<file path="src/hw/rtl/char_lcd_nibble_sequencer_macros.svh">
// Assertion macros shared by the LCD nibble sequencer RTL.
// Depends on nothing; the asserting files take it in by include.
`ifndef CHAR_LCD_NIBBLE_SEQUENCER_MACROS_SVH
`define CHAR_LCD_NIBBLE_SEQUENCER_MACROS_SVH

`ifndef SYNTH
// Concurrent check on a named clock and active-low reset
`define CHLCD_ASSERT_CLK(label, clk, rst_n, prop, msg) \
    label: assert property (@(posedge clk) disable iff (!rst_n) prop) else $error(msg);
// Same check on the house clock and reset names
`define CHLCD_ASSERT(label, prop, msg) \
    `CHLCD_ASSERT_CLK(label, i_clk, i_rst_n, prop, msg)
`else
`define CHLCD_ASSERT_CLK(label, clk, rst_n, prop, msg)
`define CHLCD_ASSERT(label, prop, msg)
`endif

`endif

</file>
<file path="src/hw/rtl/chlcd_pkg.sv">
// Types, constants and the microcode table of the LCD nibble sequencer.
// Depends on nothing; used by the RTL modules and the bench.
`timescale 1ns / 1ps

package chlcd_pkg;

    // Operation codes
    localparam logic [2:0] OP_CMD    = 3'd0;
    localparam logic [2:0] OP_DATA   = 3'd1;
    localparam logic [2:0] OP_CURSOR = 3'd2;
    localparam logic [2:0] OP_CLEAR  = 3'd3;
    localparam logic [2:0] OP_INIT   = 3'd4;

    // Expander port bits
    localparam logic [7:0] BIT_RS = 8'h01;
    localparam logic [7:0] BIT_EN = 8'h04;
    localparam logic [7:0] BIT_BL = 8'h08;

    // LCD command bytes and cursor bases
    localparam logic [7:0] CMD_CLEAR  = 8'h01;
    localparam logic [7:0] ROW0_BASE  = 8'h80;
    localparam logic [7:0] ROW1_BASE  = 8'hC0;
    localparam logic [1:0] CLEAR_WAIT = 2'd2;

    // Microcode layout
    localparam int         PC_W       = 6;
    localparam logic [5:0] BYTE_ENTRY = 6'd0;
    localparam logic [5:0] INIT_ENTRY = 6'd6;
    localparam logic [5:0] LAST_STEP  = 6'd47;
    localparam logic [5:0] POWER_MS   = 6'd50;

    // One control word
    typedef struct packed {
        logic       use_const;  // nibble from the word, not the operand
        logic       lo;         // low nibble of the operand
        logic [3:0] nib;
        logic       en;
        logic [5:0] pre;
        logic [2:0] post;
        logic       add_extra;  // add the operation's extra wait to post
        logic       last;
    } t_cw;

    // One result beat
    typedef struct packed {
        logic [5:0] pre_delay_ms;
        logic [7:0] port_byte;
        logic [2:0] post_delay_ms;
        logic       last;
    } t_beat;

    // Step of the shared byte routine
    function automatic t_cw f_byt(input logic lo, input logic en, input logic [2:0] post,
                                  input logic add_extra, input logic last);
        t_cw w;
        w.use_const = 1'b0;
        w.lo        = lo;
        w.nib       = 4'h0;
        w.en        = en;
        w.pre       = 6'd0;
        w.post      = post;
        w.add_extra = add_extra;
        w.last      = last;
        return w;
    endfunction

    // Step of the initialisation program, constant nibble
    function automatic t_cw f_ini(input logic [3:0] nib, input logic en, input logic [5:0] pre,
                                  input logic [2:0] post, input logic last);
        t_cw w;
        w.use_const = 1'b1;
        w.lo        = 1'b0;
        w.nib       = nib;
        w.en        = en;
        w.pre       = pre;
        w.post      = post;
        w.add_extra = 1'b0;
        w.last      = last;
        return w;
    endfunction

    // Microcode ROM: byte routine at 0, initialisation at 6
    function automatic t_cw f_rom(input logic [5:0] pc);
        t_cw w;
        case (pc)
            // byte: high nibble then low nibble
            6'd0:  w = f_byt(1'b0, 1'b0, 3'd0, 1'b0, 1'b0);
            6'd1:  w = f_byt(1'b0, 1'b1, 3'd1, 1'b0, 1'b0);
            6'd2:  w = f_byt(1'b0, 1'b0, 3'd1, 1'b0, 1'b0);
            6'd3:  w = f_byt(1'b1, 1'b0, 3'd0, 1'b0, 1'b0);
            6'd4:  w = f_byt(1'b1, 1'b1, 3'd1, 1'b0, 1'b0);
            6'd5:  w = f_byt(1'b1, 1'b0, 3'd1, 1'b1, 1'b1);
            // wake-up nibbles
            6'd6:  w = f_ini(4'h3, 1'b0, POWER_MS, 3'd0, 1'b0);
            6'd7:  w = f_ini(4'h3, 1'b1, 6'd0, 3'd1, 1'b0);
            6'd8:  w = f_ini(4'h3, 1'b0, 6'd0, 3'd6, 1'b0);
            6'd9:  w = f_ini(4'h3, 1'b0, 6'd0, 3'd0, 1'b0);
            6'd10: w = f_ini(4'h3, 1'b1, 6'd0, 3'd1, 1'b0);
            6'd11: w = f_ini(4'h3, 1'b0, 6'd0, 3'd2, 1'b0);
            6'd12: w = f_ini(4'h3, 1'b0, 6'd0, 3'd0, 1'b0);
            6'd13: w = f_ini(4'h3, 1'b1, 6'd0, 3'd1, 1'b0);
            6'd14: w = f_ini(4'h3, 1'b0, 6'd0, 3'd1, 1'b0);
            // switch to 4-bit
            6'd15: w = f_ini(4'h2, 1'b0, 6'd0, 3'd0, 1'b0);
            6'd16: w = f_ini(4'h2, 1'b1, 6'd0, 3'd1, 1'b0);
            6'd17: w = f_ini(4'h2, 1'b0, 6'd0, 3'd1, 1'b0);
            // function set, two lines
            6'd18: w = f_ini(4'h2, 1'b0, 6'd0, 3'd0, 1'b0);
            6'd19: w = f_ini(4'h2, 1'b1, 6'd0, 3'd1, 1'b0);
            6'd20: w = f_ini(4'h2, 1'b0, 6'd0, 3'd1, 1'b0);
            6'd21: w = f_ini(4'h8, 1'b0, 6'd0, 3'd0, 1'b0);
            6'd22: w = f_ini(4'h8, 1'b1, 6'd0, 3'd1, 1'b0);
            6'd23: w = f_ini(4'h8, 1'b0, 6'd0, 3'd1, 1'b0);
            // display off
            6'd24: w = f_ini(4'h0, 1'b0, 6'd0, 3'd0, 1'b0);
            6'd25: w = f_ini(4'h0, 1'b1, 6'd0, 3'd1, 1'b0);
            6'd26: w = f_ini(4'h0, 1'b0, 6'd0, 3'd1, 1'b0);
            6'd27: w = f_ini(4'h8, 1'b0, 6'd0, 3'd0, 1'b0);
            6'd28: w = f_ini(4'h8, 1'b1, 6'd0, 3'd1, 1'b0);
            6'd29: w = f_ini(4'h8, 1'b0, 6'd0, 3'd1, 1'b0);
            // clear, with the long wait
            6'd30: w = f_ini(4'h0, 1'b0, 6'd0, 3'd0, 1'b0);
            6'd31: w = f_ini(4'h0, 1'b1, 6'd0, 3'd1, 1'b0);
            6'd32: w = f_ini(4'h0, 1'b0, 6'd0, 3'd1, 1'b0);
            6'd33: w = f_ini(4'h1, 1'b0, 6'd0, 3'd0, 1'b0);
            6'd34: w = f_ini(4'h1, 1'b1, 6'd0, 3'd1, 1'b0);
            6'd35: w = f_ini(4'h1, 1'b0, 6'd0, 3'd3, 1'b0);
            // entry mode
            6'd36: w = f_ini(4'h0, 1'b0, 6'd0, 3'd0, 1'b0);
            6'd37: w = f_ini(4'h0, 1'b1, 6'd0, 3'd1, 1'b0);
            6'd38: w = f_ini(4'h0, 1'b0, 6'd0, 3'd1, 1'b0);
            6'd39: w = f_ini(4'h6, 1'b0, 6'd0, 3'd0, 1'b0);
            6'd40: w = f_ini(4'h6, 1'b1, 6'd0, 3'd1, 1'b0);
            6'd41: w = f_ini(4'h6, 1'b0, 6'd0, 3'd1, 1'b0);
            // display on
            6'd42: w = f_ini(4'h0, 1'b0, 6'd0, 3'd0, 1'b0);
            6'd43: w = f_ini(4'h0, 1'b1, 6'd0, 3'd1, 1'b0);
            6'd44: w = f_ini(4'h0, 1'b0, 6'd0, 3'd1, 1'b0);
            6'd45: w = f_ini(4'hC, 1'b0, 6'd0, 3'd0, 1'b0);
            6'd46: w = f_ini(4'hC, 1'b1, 6'd0, 3'd1, 1'b0);
            6'd47: w = f_ini(4'hC, 1'b0, 6'd0, 3'd1, 1'b1);
            // unused addresses halt
            default: w = f_ini(4'h0, 1'b0, 6'd0, 3'd0, 1'b1);
        endcase
        return w;
    endfunction

endpackage

</file>
<file path="src/hw/rtl/chlcd_ifs.sv">
// Valid/ready channel interfaces: LCD operations in, port-write beats out.
// Depends on nothing.
`timescale 1ns / 1ps

// Operation channel
interface chlcd_op_if;
    logic       valid;
    logic       ready;
    logic [2:0] op;
    logic [7:0] value;
    logic       row;
    logic [5:0] column;

    modport source (output valid, output op, output value, output row, output column,
                    input ready);
    modport sink   (input valid, input op, input value, input row, input column,
                    output ready);
endinterface

// Port-write result channel
interface chlcd_res_if;
    logic       valid;
    logic       ready;
    logic [5:0] pre_delay_ms;
    logic [7:0] port_byte;
    logic [2:0] post_delay_ms;
    logic       last;

    modport source (output valid, output pre_delay_ms, output port_byte,
                    output post_delay_ms, output last, input ready);
    modport sink   (input valid, input pre_delay_ms, input port_byte,
                    input post_delay_ms, input last, output ready);
endinterface

</file>
<file path="src/hw/rtl/char_lcd_nibble_sequencer.sv">
// Top level of the character LCD nibble sequencer (4-bit mode over a port expander).
// Depends on chlcd_pkg, chlcd_ifs, chlcd_out_stage and the assertion macro header.
// The first port write is registered in the output stage once the op is taken and the stage has space.
// One write per cycle from a microcode step counter while the output stage has space;
//   ops 0-3 run 6 steps, initialise 42, and the next op is taken as the final step goes out.
// Reset: synchronous, active low; clears the sequencer and the output valid, no stores.
`timescale 1ns / 1ps
`include "char_lcd_nibble_sequencer_macros.svh"

module char_lcd_nibble_sequencer (
    input  logic         i_clk,
    input  logic         i_rst_n,
    chlcd_op_if.sink     i_op,
    chlcd_res_if.source  o_res
);

    logic                          r_busy;
    logic                          n_busy;
    logic [chlcd_pkg::PC_W-1:0]    r_pc;
    logic [chlcd_pkg::PC_W-1:0]    n_pc;
    logic [7:0]                    r_byte;
    logic [7:0]                    n_byte;
    logic                          r_rs;
    logic [1:0]                    r_extra;

    chlcd_pkg::t_cw                w_cw;
    chlcd_pkg::t_beat              w_beat;
    logic                          w_space;
    logic                          w_fire;
    logic                          w_done;
    logic                          w_acc;
    logic                          w_known;
    logic [3:0]                    w_nib;
    logic                          w_rs;
    logic [7:0]                    w_cursor;

    // Control word of the current step
    assign w_cw   = chlcd_pkg::f_rom(r_pc);
    assign w_fire = r_busy && w_space;
    assign w_done = w_fire && w_cw.last;

    // Take an operation when idle or as the final step goes out
    assign i_op.ready = !r_busy || w_done;
    assign w_acc      = i_op.valid && i_op.ready;
    assign w_known    = (i_op.op <= chlcd_pkg::OP_INIT);

    // Set-cursor address
    assign w_cursor = (i_op.row ? chlcd_pkg::ROW1_BASE : chlcd_pkg::ROW0_BASE)
                      + {2'b00, i_op.column};

    // Operand byte for the byte routine
    always_comb begin
        case (i_op.op)
            chlcd_pkg::OP_CMD:    n_byte = i_op.value;
            chlcd_pkg::OP_DATA:   n_byte = i_op.value;
            chlcd_pkg::OP_CURSOR: n_byte = w_cursor;
            chlcd_pkg::OP_CLEAR:  n_byte = chlcd_pkg::CMD_CLEAR;
            default:              n_byte = 8'h00;
        endcase
    end

    // Sequencer next state
    always_comb begin
        n_busy = r_busy;
        n_pc   = r_pc;
        if (w_acc) begin
            n_busy = w_known;
            n_pc   = (i_op.op == chlcd_pkg::OP_INIT) ? chlcd_pkg::INIT_ENTRY
                                                     : chlcd_pkg::BYTE_ENTRY;
        end else if (w_done) begin
            n_busy = 1'b0;
        end else if (w_fire) begin
            n_pc = r_pc + 6'd1;
        end
    end

    always_ff @(posedge i_clk) begin
        if (!i_rst_n) begin
            r_busy <= 1'b0;
            r_pc   <= chlcd_pkg::BYTE_ENTRY;
        end else begin
            r_busy <= n_busy;
            r_pc   <= n_pc;
        end
    end

    // Operand registers, loaded on acceptance
    always_ff @(posedge i_clk) begin
        if (w_acc) begin
            r_byte  <= n_byte;
            r_rs    <= (i_op.op == chlcd_pkg::OP_DATA);
            r_extra <= (i_op.op == chlcd_pkg::OP_CLEAR) ? chlcd_pkg::CLEAR_WAIT : 2'd0;
        end
    end

    // Datapath: nibble select and port byte assembly
    assign w_nib = w_cw.use_const ? w_cw.nib : (w_cw.lo ? r_byte[3:0] : r_byte[7:4]);
    assign w_rs  = !w_cw.use_const && r_rs;

    always_comb begin
        w_beat.pre_delay_ms  = w_cw.pre;
        w_beat.port_byte     = {w_nib, 4'h0} | chlcd_pkg::BIT_BL
                               | (w_cw.en ? chlcd_pkg::BIT_EN : 8'h00)
                               | (w_rs ? chlcd_pkg::BIT_RS : 8'h00);
        w_beat.post_delay_ms = w_cw.post + (w_cw.add_extra ? {1'b0, r_extra} : 3'd0);
        w_beat.last          = w_cw.last;
    end

    chlcd_out_stage u_out (
        .i_clk   (i_clk),
        .i_rst_n (i_rst_n),
        .i_load  (w_fire),
        .i_beat  (w_beat),
        .o_space (w_space),
        .o_res   (o_res)
    );

    `CHLCD_ASSERT(a_pc_in_rom, r_busy |-> (r_pc <= chlcd_pkg::LAST_STEP), "step past program end")
    `CHLCD_ASSERT(a_take_only_at_end, w_acc && r_busy |-> w_done, "op taken mid-program")
    `CHLCD_ASSERT(a_done_idles, w_done && !w_acc |=> !r_busy, "sequencer still busy after end")

endmodule

</file>
<file path="src/hw/rtl/chlcd_out_stage.sv">
// Output register of the LCD sequencer: holds one beat until it is taken.
// Depends on chlcd_pkg, chlcd_ifs and the assertion macro header.
`timescale 1ns / 1ps
`include "char_lcd_nibble_sequencer_macros.svh"

module chlcd_out_stage (
    input  logic                i_clk,
    input  logic                i_rst_n,
    input  logic                i_load,
    input  chlcd_pkg::t_beat    i_beat,
    output logic                o_space,
    chlcd_res_if.source         o_res
);

    logic             r_valid;
    logic             n_valid;
    chlcd_pkg::t_beat r_beat;

    // Room for a new beat when empty or when the held one leaves now
    assign o_space = !r_valid || o_res.ready;

    always_comb begin
        n_valid = r_valid;
        if (i_load) begin
            n_valid = 1'b1;
        end else if (o_res.ready) begin
            n_valid = 1'b0;
        end
    end

    always_ff @(posedge i_clk) begin
        if (!i_rst_n) begin
            r_valid <= 1'b0;
        end else begin
            r_valid <= n_valid;
        end
    end

    // Payload, no reset
    always_ff @(posedge i_clk) begin
        if (i_load) begin
            r_beat <= i_beat;
        end
    end

    assign o_res.valid         = r_valid;
    assign o_res.pre_delay_ms  = r_beat.pre_delay_ms;
    assign o_res.port_byte     = r_beat.port_byte;
    assign o_res.post_delay_ms = r_beat.post_delay_ms;
    assign o_res.last          = r_beat.last;

    `CHLCD_ASSERT(a_load_needs_space, i_load |-> o_space, "beat loaded over a held beat")
    `CHLCD_ASSERT(a_load_shows, i_load |=> r_valid, "loaded beat not presented")
    `CHLCD_ASSERT(a_held_beat_stable, r_valid && !o_res.ready |=> r_valid && $stable(r_beat), "held beat changed")

endmodule

</file>
<file path="src/flat_wrapper.sv">
// flat-port wrapper written by rule: the top's interface ports become plain ports
module char_lcd_nibble_sequencer_flat 
  (i_clk, i_rst_n, i_op_valid, i_op_op, i_op_value, i_op_row, i_op_column, i_op_ready, o_res_valid, o_res_pre_delay_ms, o_res_port_byte, o_res_post_delay_ms, o_res_last, o_res_ready);
  chlcd_op_if i_op_i ();
  chlcd_res_if o_res_i ();
  input  logic i_clk;
  input  logic i_rst_n;
  input wire logic [$bits(i_op_i.valid)-1:0] i_op_valid;
  input wire logic [$bits(i_op_i.op)-1:0] i_op_op;
  input wire logic [$bits(i_op_i.value)-1:0] i_op_value;
  input wire logic [$bits(i_op_i.row)-1:0] i_op_row;
  input wire logic [$bits(i_op_i.column)-1:0] i_op_column;
  output wire logic [$bits(i_op_i.ready)-1:0] i_op_ready;
  output wire logic [$bits(o_res_i.valid)-1:0] o_res_valid;
  output wire logic [$bits(o_res_i.pre_delay_ms)-1:0] o_res_pre_delay_ms;
  output wire logic [$bits(o_res_i.port_byte)-1:0] o_res_port_byte;
  output wire logic [$bits(o_res_i.post_delay_ms)-1:0] o_res_post_delay_ms;
  output wire logic [$bits(o_res_i.last)-1:0] o_res_last;
  input wire logic [$bits(o_res_i.ready)-1:0] o_res_ready;
  assign i_op_i.valid = i_op_valid;
  assign i_op_i.op = i_op_op;
  assign i_op_i.value = i_op_value;
  assign i_op_i.row = i_op_row;
  assign i_op_i.column = i_op_column;
  assign i_op_ready = i_op_i.ready;
  assign o_res_valid = o_res_i.valid;
  assign o_res_pre_delay_ms = o_res_i.pre_delay_ms;
  assign o_res_port_byte = o_res_i.port_byte;
  assign o_res_post_delay_ms = o_res_i.post_delay_ms;
  assign o_res_last = o_res_i.last;
  assign o_res_i.ready = o_res_ready;
  char_lcd_nibble_sequencer u_core (.i_clk(i_clk), .i_rst_n(i_rst_n), .i_op(i_op_i), .o_res(o_res_i));
endmodule
</file>
<file path="config.mk">
export PLATFORM = sky130hd
export DESIGN_NAME = char_lcd_nibble_sequencer_flat
export DESIGN_NICKNAME = d
export VERILOG_FILES = /design/src/hw/rtl/chlcd_pkg.sv /design/src/hw/rtl/chlcd_ifs.sv /design/src/hw/rtl/char_lcd_nibble_sequencer.sv /design/src/hw/rtl/chlcd_out_stage.sv /design/src/flat_wrapper.sv
export VERILOG_INCLUDE_DIRS = /design/src /design/src/hw/rtl
export SDC_FILE = /design/constraint.sdc
export NUM_CORES = 1
export LEC_CHECK = 0
export BUFFER_PORTS_ARGS = -buffer_cell sky130_fd_sc_hd__clkbuf_2
export CAP_MARGIN = 20
export CORE_MARGIN = 1.5
export CORE_UTILIZATION = 35
export DETAILED_ROUTE_END_ITERATION = 10
export GPL_ROUTABILITY_DRIVEN = 0
export SKIP_LAST_GASP = 1
export SYNTH_ARGS = -nofsm -noshare
export SYNTH_HDL_FRONTEND = slang
export SYNTH_HIERARCHICAL = 1
export SYNTH_SLANG_ARGS = --single-unit
</file>
<file path="constraint.sdc">
create_clock -name i_clk -period 3.5 [get_ports i_clk]
set_input_delay 0.525 -clock i_clk [delete_from_list [all_inputs] [get_ports i_clk]]
set_output_delay 0.525 -clock i_clk [all_outputs]
set_load 0.01 [all_outputs]
</file>
== Yosys cells after proc, flatten, opt, wreduce, memory -nomap -nowiden ==
Memory sizes are Yosys's and may differ from the RTL's. A register that Yosys moved wholly into a read port is not among the register bits.
Index checks and enable logic that the tools add are counted.

* Word-level logic and storage cells: 55
* Bits of input ports: 22
* Flip-flop bits (word level): 37
* Memories kept: 1
* Memory bits (read-only): 960

{| class="wikitable"
|+ Memories
! name !! words !! bits a word !! read ports !! clocked after Yosys merged registers in !! write ports !! line !! RTL
|-
| (name not given) || 64 || 15 || 1 || 1 || 0 || chlcd_pkg.sv:85 || <nowiki>case (pc)</nowiki>
|}

* Eq/ne operators: 5
* $lt $le $gt $ge: 1
* Multiplexer cells: 18
* Add/subtract/negate cells: 3
* Reductions and logical operators: 15
* Bitwise gates (word level): 2

{| class="wikitable"
|+ Operators with widths
! kind !! number
|-
| 6-bit two-way mux || 5
|-
| 8-bit case mux with 3 select lines || 1
|-
| 8-bit OR || 2
|-
| 8-bit by 6-bit adder with 8-bit output || 1
|-
| 4-bit two-way mux || 2
|-
| 7-bit two-way mux || 1
|-
| 6-bit by 1-bit adder with 6-bit output, second input constant || 1
|-
| 3-bit by 2-bit equality test with 1-bit output, second input constant || 2
|-
| 3-bit two-way mux || 2
|-
| 2-bit nonzero test || 3
|-
| 1-bit two-way mux || 5
|-
| 1-bit logical AND || 4
|-
| 2-bit two-way mux || 2
|-
| 3-bit adder || 1
|-
| 3-bit by 1-bit equality test with 1-bit output, second input constant || 1
|-
| 3-bit equality test, second input constant || 1
|-
| 3-bit less-or-equal comparator, second input constant || 1
|-
| 1-bit zero test || 3
|-
| 3-bit zero test || 1
|-
| 1-bit logical OR || 2
|-
| 2-bit != test, second input constant || 1
|-
| 2-bit AND reduction || 1
|-
| 2-bit OR reduction || 1
|}

== Depth between registers and ports, before layout ==
* Depth in word-level cells: 10
* Depth in mapped cells: 12
* Mapped depth without buffers: 12

== By module ==
The synthesis kept the hierarchy.

{| class="wikitable"
|+ By module, submodules not included
! module !! times used !! area each (um^2) !! cells an instance
|-
| char_lcd_nibble_sequencer || 1 || 1880.6 || 213
|-
| chlcd_out_stage || 1 || 589.3 || 22
|}

== Worst setup path before layout ==
Ideal clock, no wire load.

* Path type: input port to flip-flop
* Start point: input port o_res_ready
* End point: register, netlist name u_core/w_cw[2]
* Path slack: 937 ps
* Setup time: 72 ps
* Cell stages on the path: 8
* Arrival: 2491 ps
* Path through: nand2b_4 -> a21boi_2 -> nor2_1 -> o21ai_1 -> nand2_1 -> ha_1 -> o41ai_2 -> a2bb2oi_1

* Cells in the longest elaborated chain, start to end: 9

{| class="wikitable"
|+ RTL lines
! what !! line !! RTL
|-
| start: declaration || flat_wrapper.sv:19 || <nowiki>input wire logic [$bits(o_res_i.ready)-1:0] o_res_ready;</nowiki>
|-
| 1-bit logical OR * || chlcd_out_stage.sv:20 || <nowiki>assign o_space = !r_valid || o_res.ready;</nowiki>
|-
| 1-bit logical AND * || char_lcd_nibble_sequencer.sv:39 || <nowiki>assign w_fire = r_busy && w_space;</nowiki>
|-
| 1-bit logical AND * || char_lcd_nibble_sequencer.sv:40 || <nowiki>assign w_done = w_fire && w_cw.last;</nowiki>
|-
| 1-bit logical OR * || char_lcd_nibble_sequencer.sv:43 || <nowiki>assign i_op.ready = !r_busy || w_done;</nowiki>
|-
| 1-bit logical AND * || char_lcd_nibble_sequencer.sv:44 || <nowiki>assign w_acc = i_op.valid && i_op.ready;</nowiki>
|-
| named net u_core.w_acc || char_lcd_nibble_sequencer.sv:31 || <nowiki>logic w_acc;</nowiki>
|-
| 2-bit != test (no source line) / 2-bit nonzero test (equally long branches) || -- ||
|-
| 2-bit AND reduction (no source line) || -- ||
|-
| 6-bit two-way mux (no source line) * (2 in a row) || -- ||
|}

Mark *: on every way through the listed nets, which the timed path passes. The rest lies on a longest branch.
A chain may end at the register's enable or synchronous reset.

== Final worst setup path ==
* Start point: register, netlist name u_core/w_cw[0]
* End point: register, netlist name u_core/w_cw[2]

* Cells in the longest elaborated chain, start to end: 7

{| class="wikitable"
|+ RTL lines
! what !! line
|-
| 1-bit logical AND * || char_lcd_nibble_sequencer.sv:40
|-
| 1-bit logical OR * || char_lcd_nibble_sequencer.sv:43
|-
| 1-bit logical AND * || char_lcd_nibble_sequencer.sv:44
|-
| named net u_core.w_acc || char_lcd_nibble_sequencer.sv:31
|-
| 2-bit != test (no source line) / 2-bit nonzero test (equally long branches) || --
|-
| 2-bit AND reduction (no source line) || --
|-
| 6-bit two-way mux (no source line) * (2 in a row) || --
|}

Marks and branches as above.

==> reports/results.ini <==
[floorplanning]
coreArea_mm2 = 0.006794
io_pins = 42
initial_utilization = 0.3635
die_h_um = 87.01
rows = 30
die_x_um = 87.01
die-area_mm2 = 0.007570

[routing]
wirelength_um = 4768
viasPerCell = 4.914
drt_iter0_drc = 178
drc = 0
first_pass_iters = 4
vias = 1823
final_antenna_net_count = 0
routedWlPerCell_um = 12.85

[setup_path]
r2r_start = u_core/w_cw[0]$_DFF_P_
cp_cell_sequence = a21boi_2 -> nor2_1 -> o21ai_1 -> nand2_1 -> ha_1 -> o41ai_2 -> a2bb2oi_1
crit_arrival_ns = 3.19
r2r-end = u_core/w_cw[2]$_DFF_P_
max_stage_delay_ns = 0.76
reg2reg_depth = 7
critPathMaxFanout = 12
start_kind = flip-flop
worst-path-buf-inv = 0
critPathKind = reg2reg
timing.critical_path.slowest_stage_cell = nor2_1
r2r_setup_slack_ns = 0.54
crit_required_ns = 3.73
crit_path_end_kind = flip-flop
crit_family = simple AND/OR/NAND/NOR gates

[timing]
finalSetupViolCount = 0
fmax_mhz = 337.5
rsz0062_at_grt = no
finalCritPeriodShare = 0.8466
worst_slack_ns = 0.5368
hold_viol_final = 0
fin_setup_tns_ns = 0
tightest_slew_ns = 0.9880
fin_crit_ns = 2.963
slew_viol_final = 0
fin_skew_ns = 0.01555
relSlewSlack = 0.3389

[worst_hold_path]
holdPathStages = 0
hold_end = u_core/u_out/o_res.post_delay_ms[0]$_DFFE_PP_
hold_start = u_core/w_cw[2]$_DFF_P_
hold_path.class = reg2reg

[yosys]
yosysWarningCount = 6
syn_inst = 235
synthXorXnorAreaFrac = 0.02128
synth-simple-area-share = 0.1803
synthArstFlopShare = 0
synth_area_leader_cell = edfxtp_1
synth_area_leaders = edfxtp_1, dfxtp_1, ha_1, nor2_1, mux2i_1
synth_top_family_by_area = simple AND/OR/NAND/NOR gates
ys.flop_type = edfxtp_1
synth-edff-count = 28
syn-cell-area_mm2 = 0.002470
yosys.area.top_type_share = 0.3404
avgSynthCellArea_um2 = 10.51
yosysSeqAreaShare = 0.5106
synth_seq_cells = 49
synth_cell_types = 63
muxShareOfSynthArea = 0.02888
synth-compound-area-share = 0.1586
synth_fa_ha_area_frac = 0.04559

[cells_and_area]
final_common_cell = clkbuf_2
fin_util = 0.4164
antenna_cells = 0
drive_gt1_frac = 0.2327
final_cell_mix = clkbuf_2, edfxtp_1, dfxtp_1, nor2_1, nand2_1
area_growth_pct = 14.54
finalNetCount = 305

[global_routing]
grt_overflow = 0
antenna_found_initial = 0
grt_pass1_wl_um = 7741
grt_max_degree = 20
first_global_vias = 1646
grt.total_usage = 0.1314

[power_and_ir_drop]
ir_worst_vdd_v = 0.0001543
seq_power_share = 0.588
p_sw_frac = 0.2488
p_sw_mw = 0.2743
intPower_mw = 0.8282
p_per_area_mw_per_mm2 = 389.7
power.clock.fraction = 0.312
combPwrFrac = 0.099
leakagePower_nw = 1.129

[job]
drv_cap = 0

[clock_network]
cts_buffers = 5
hold_buffers = 0
cts_root_buf = clkbuf_8
clk_latency_ns = 0.31
cts_htree_levels = 2
clockBufferDepth = 2
ctsResizeCount = 0
cts_tree = yes
path_clk_slew_ns = 0.10
clock_sinks = 49
postCtsSetupBuffers = 0

[placement]
dpl_worst_slack_ns = 0.3383
port_buffers = 41
dp_hpwl_um = 3570

[run_status]
status = finished clean

[metrics by stage]
step	hold slack (ns)	std cells	cell area, um^2	total power, mW
floorplan	0.3855	238	2481	0.7322
global route	0.4304	371	2829	1.153
detailed placement	0.3962	363	2734	0.7723
finish	0.4126	371	2829	1.103
CTS	0.4183	371	2829	1.114
global placement	0.3877	363	2734	0.7705
[worst register-to-register path: stages (launching register included)]
cell       delay (ns)
dfxtp_1          0.49
a21boi_2         0.14
nor2_1           0.76
o21ai_1          0.33
nand2_1          0.29
ha_1             0.36
o41ai_2          0.36
a2bb2oi_1        0.17
[worst max-delay path by stage]
stage                                 from                      to  slack, ns  cells after the start
global route        u_core/w_cw[0]$_DFF_P_  u_core/w_cw[2]$_DFF_P_       0.26                      7
floorplan                      o_res_ready  u_core/w_cw[2]$_DFF_P_       0.94                      8
global placement               o_res_ready  u_core/w_cw[2]$_DFF_P_       0.49                      9
detailed placement             o_res_ready  u_core/w_cw[2]$_DFF_P_       0.34                     11
finish              u_core/w_cw[0]$_DFF_P_  u_core/w_cw[2]$_DFF_P_       0.54                      7
CTS                 u_core/w_cw[0]$_DFF_P_  u_core/w_cw[2]$_DFF_P_       0.58                      7
[cells by family (layout without fill, tap and decap cells)]
group	Yosys count	in the layout
DFF	49	49
xor gates and xnor gates	6	6
adders and majority gates	9	9
buffers and inverters	26	63
and+or+nand+nor	82	82
other	2	5
muxes	7	7
AOI/OAI and AO/OA	54	54
[power groups by stage]
stage | clock network, mW | registers, mW | logic [mW]
2_1_floorplan | 0 | 0.667 | 0.0657
3_3_place_gp | 0 | 0.662 | 0.109
3_5_place_dp | 0 | 0.663 | 0.110
4_1_cts | 0.355 | 0.649 | 0.110
5_1_grt | 0.378 | 0.652 | 0.123
6_report | 0.344 | 0.649 | 0.110
[per-layer routing]
layer	vias to the layer above	GRT usage	part of all wire	wire length, um
met5	-	0	0	0
met4	0	0.06452	0.021	98
met3	10	0.02180	0.033	158
met2	44	0.2093	0.48	2275
met1	851	0.1727	0.47	2236
li1	918	-	-	-
[cell type report]
| type | instances | area (um^2) |
|---|---|---|
| clock buffer | 5 | 68.82 |
| clock inverter | 3 | 26.28 |
| fill | 663 | 3965 |
| inverter | 14 | 55.05 |
| multi-input combinational | 163 | 1092 |
| sequential | 49 | 1261 |
| tap | 96 | 120.1 |
| timing repair buffer | 41 | 205.2 |
[state kept, by name (all words and copies together) (netlist names), 3 cells and up]
signal / count
u_core/u_out/o_res.post_delay_ms: 3
u_core/u_out/o_res.port_byte: 8
u_core/w_cw: 13
u_core/r_pc: 6
u_core/r_byte: 8
u_core/u_out/o_res.pre_delay_ms: 6
[Yosys cell counts (all sizes together), types with 3 or more instances]
library cell and number:
a21oi 9, a22oi 7, a31oi 3, and2 6, buf 7, clkbuf 5, dfxtp 21, edfxtp 28
ha 9, inv 12, mux2i 6, nand2 16, nand2b 3, nand3 8, nand4 6, nor2 20
nor2b 4, nor3 4, nor3b 3, o21ai 15, o22ai 3, xor2 4
Note: power is estimated with default switching activity, not from simulation.
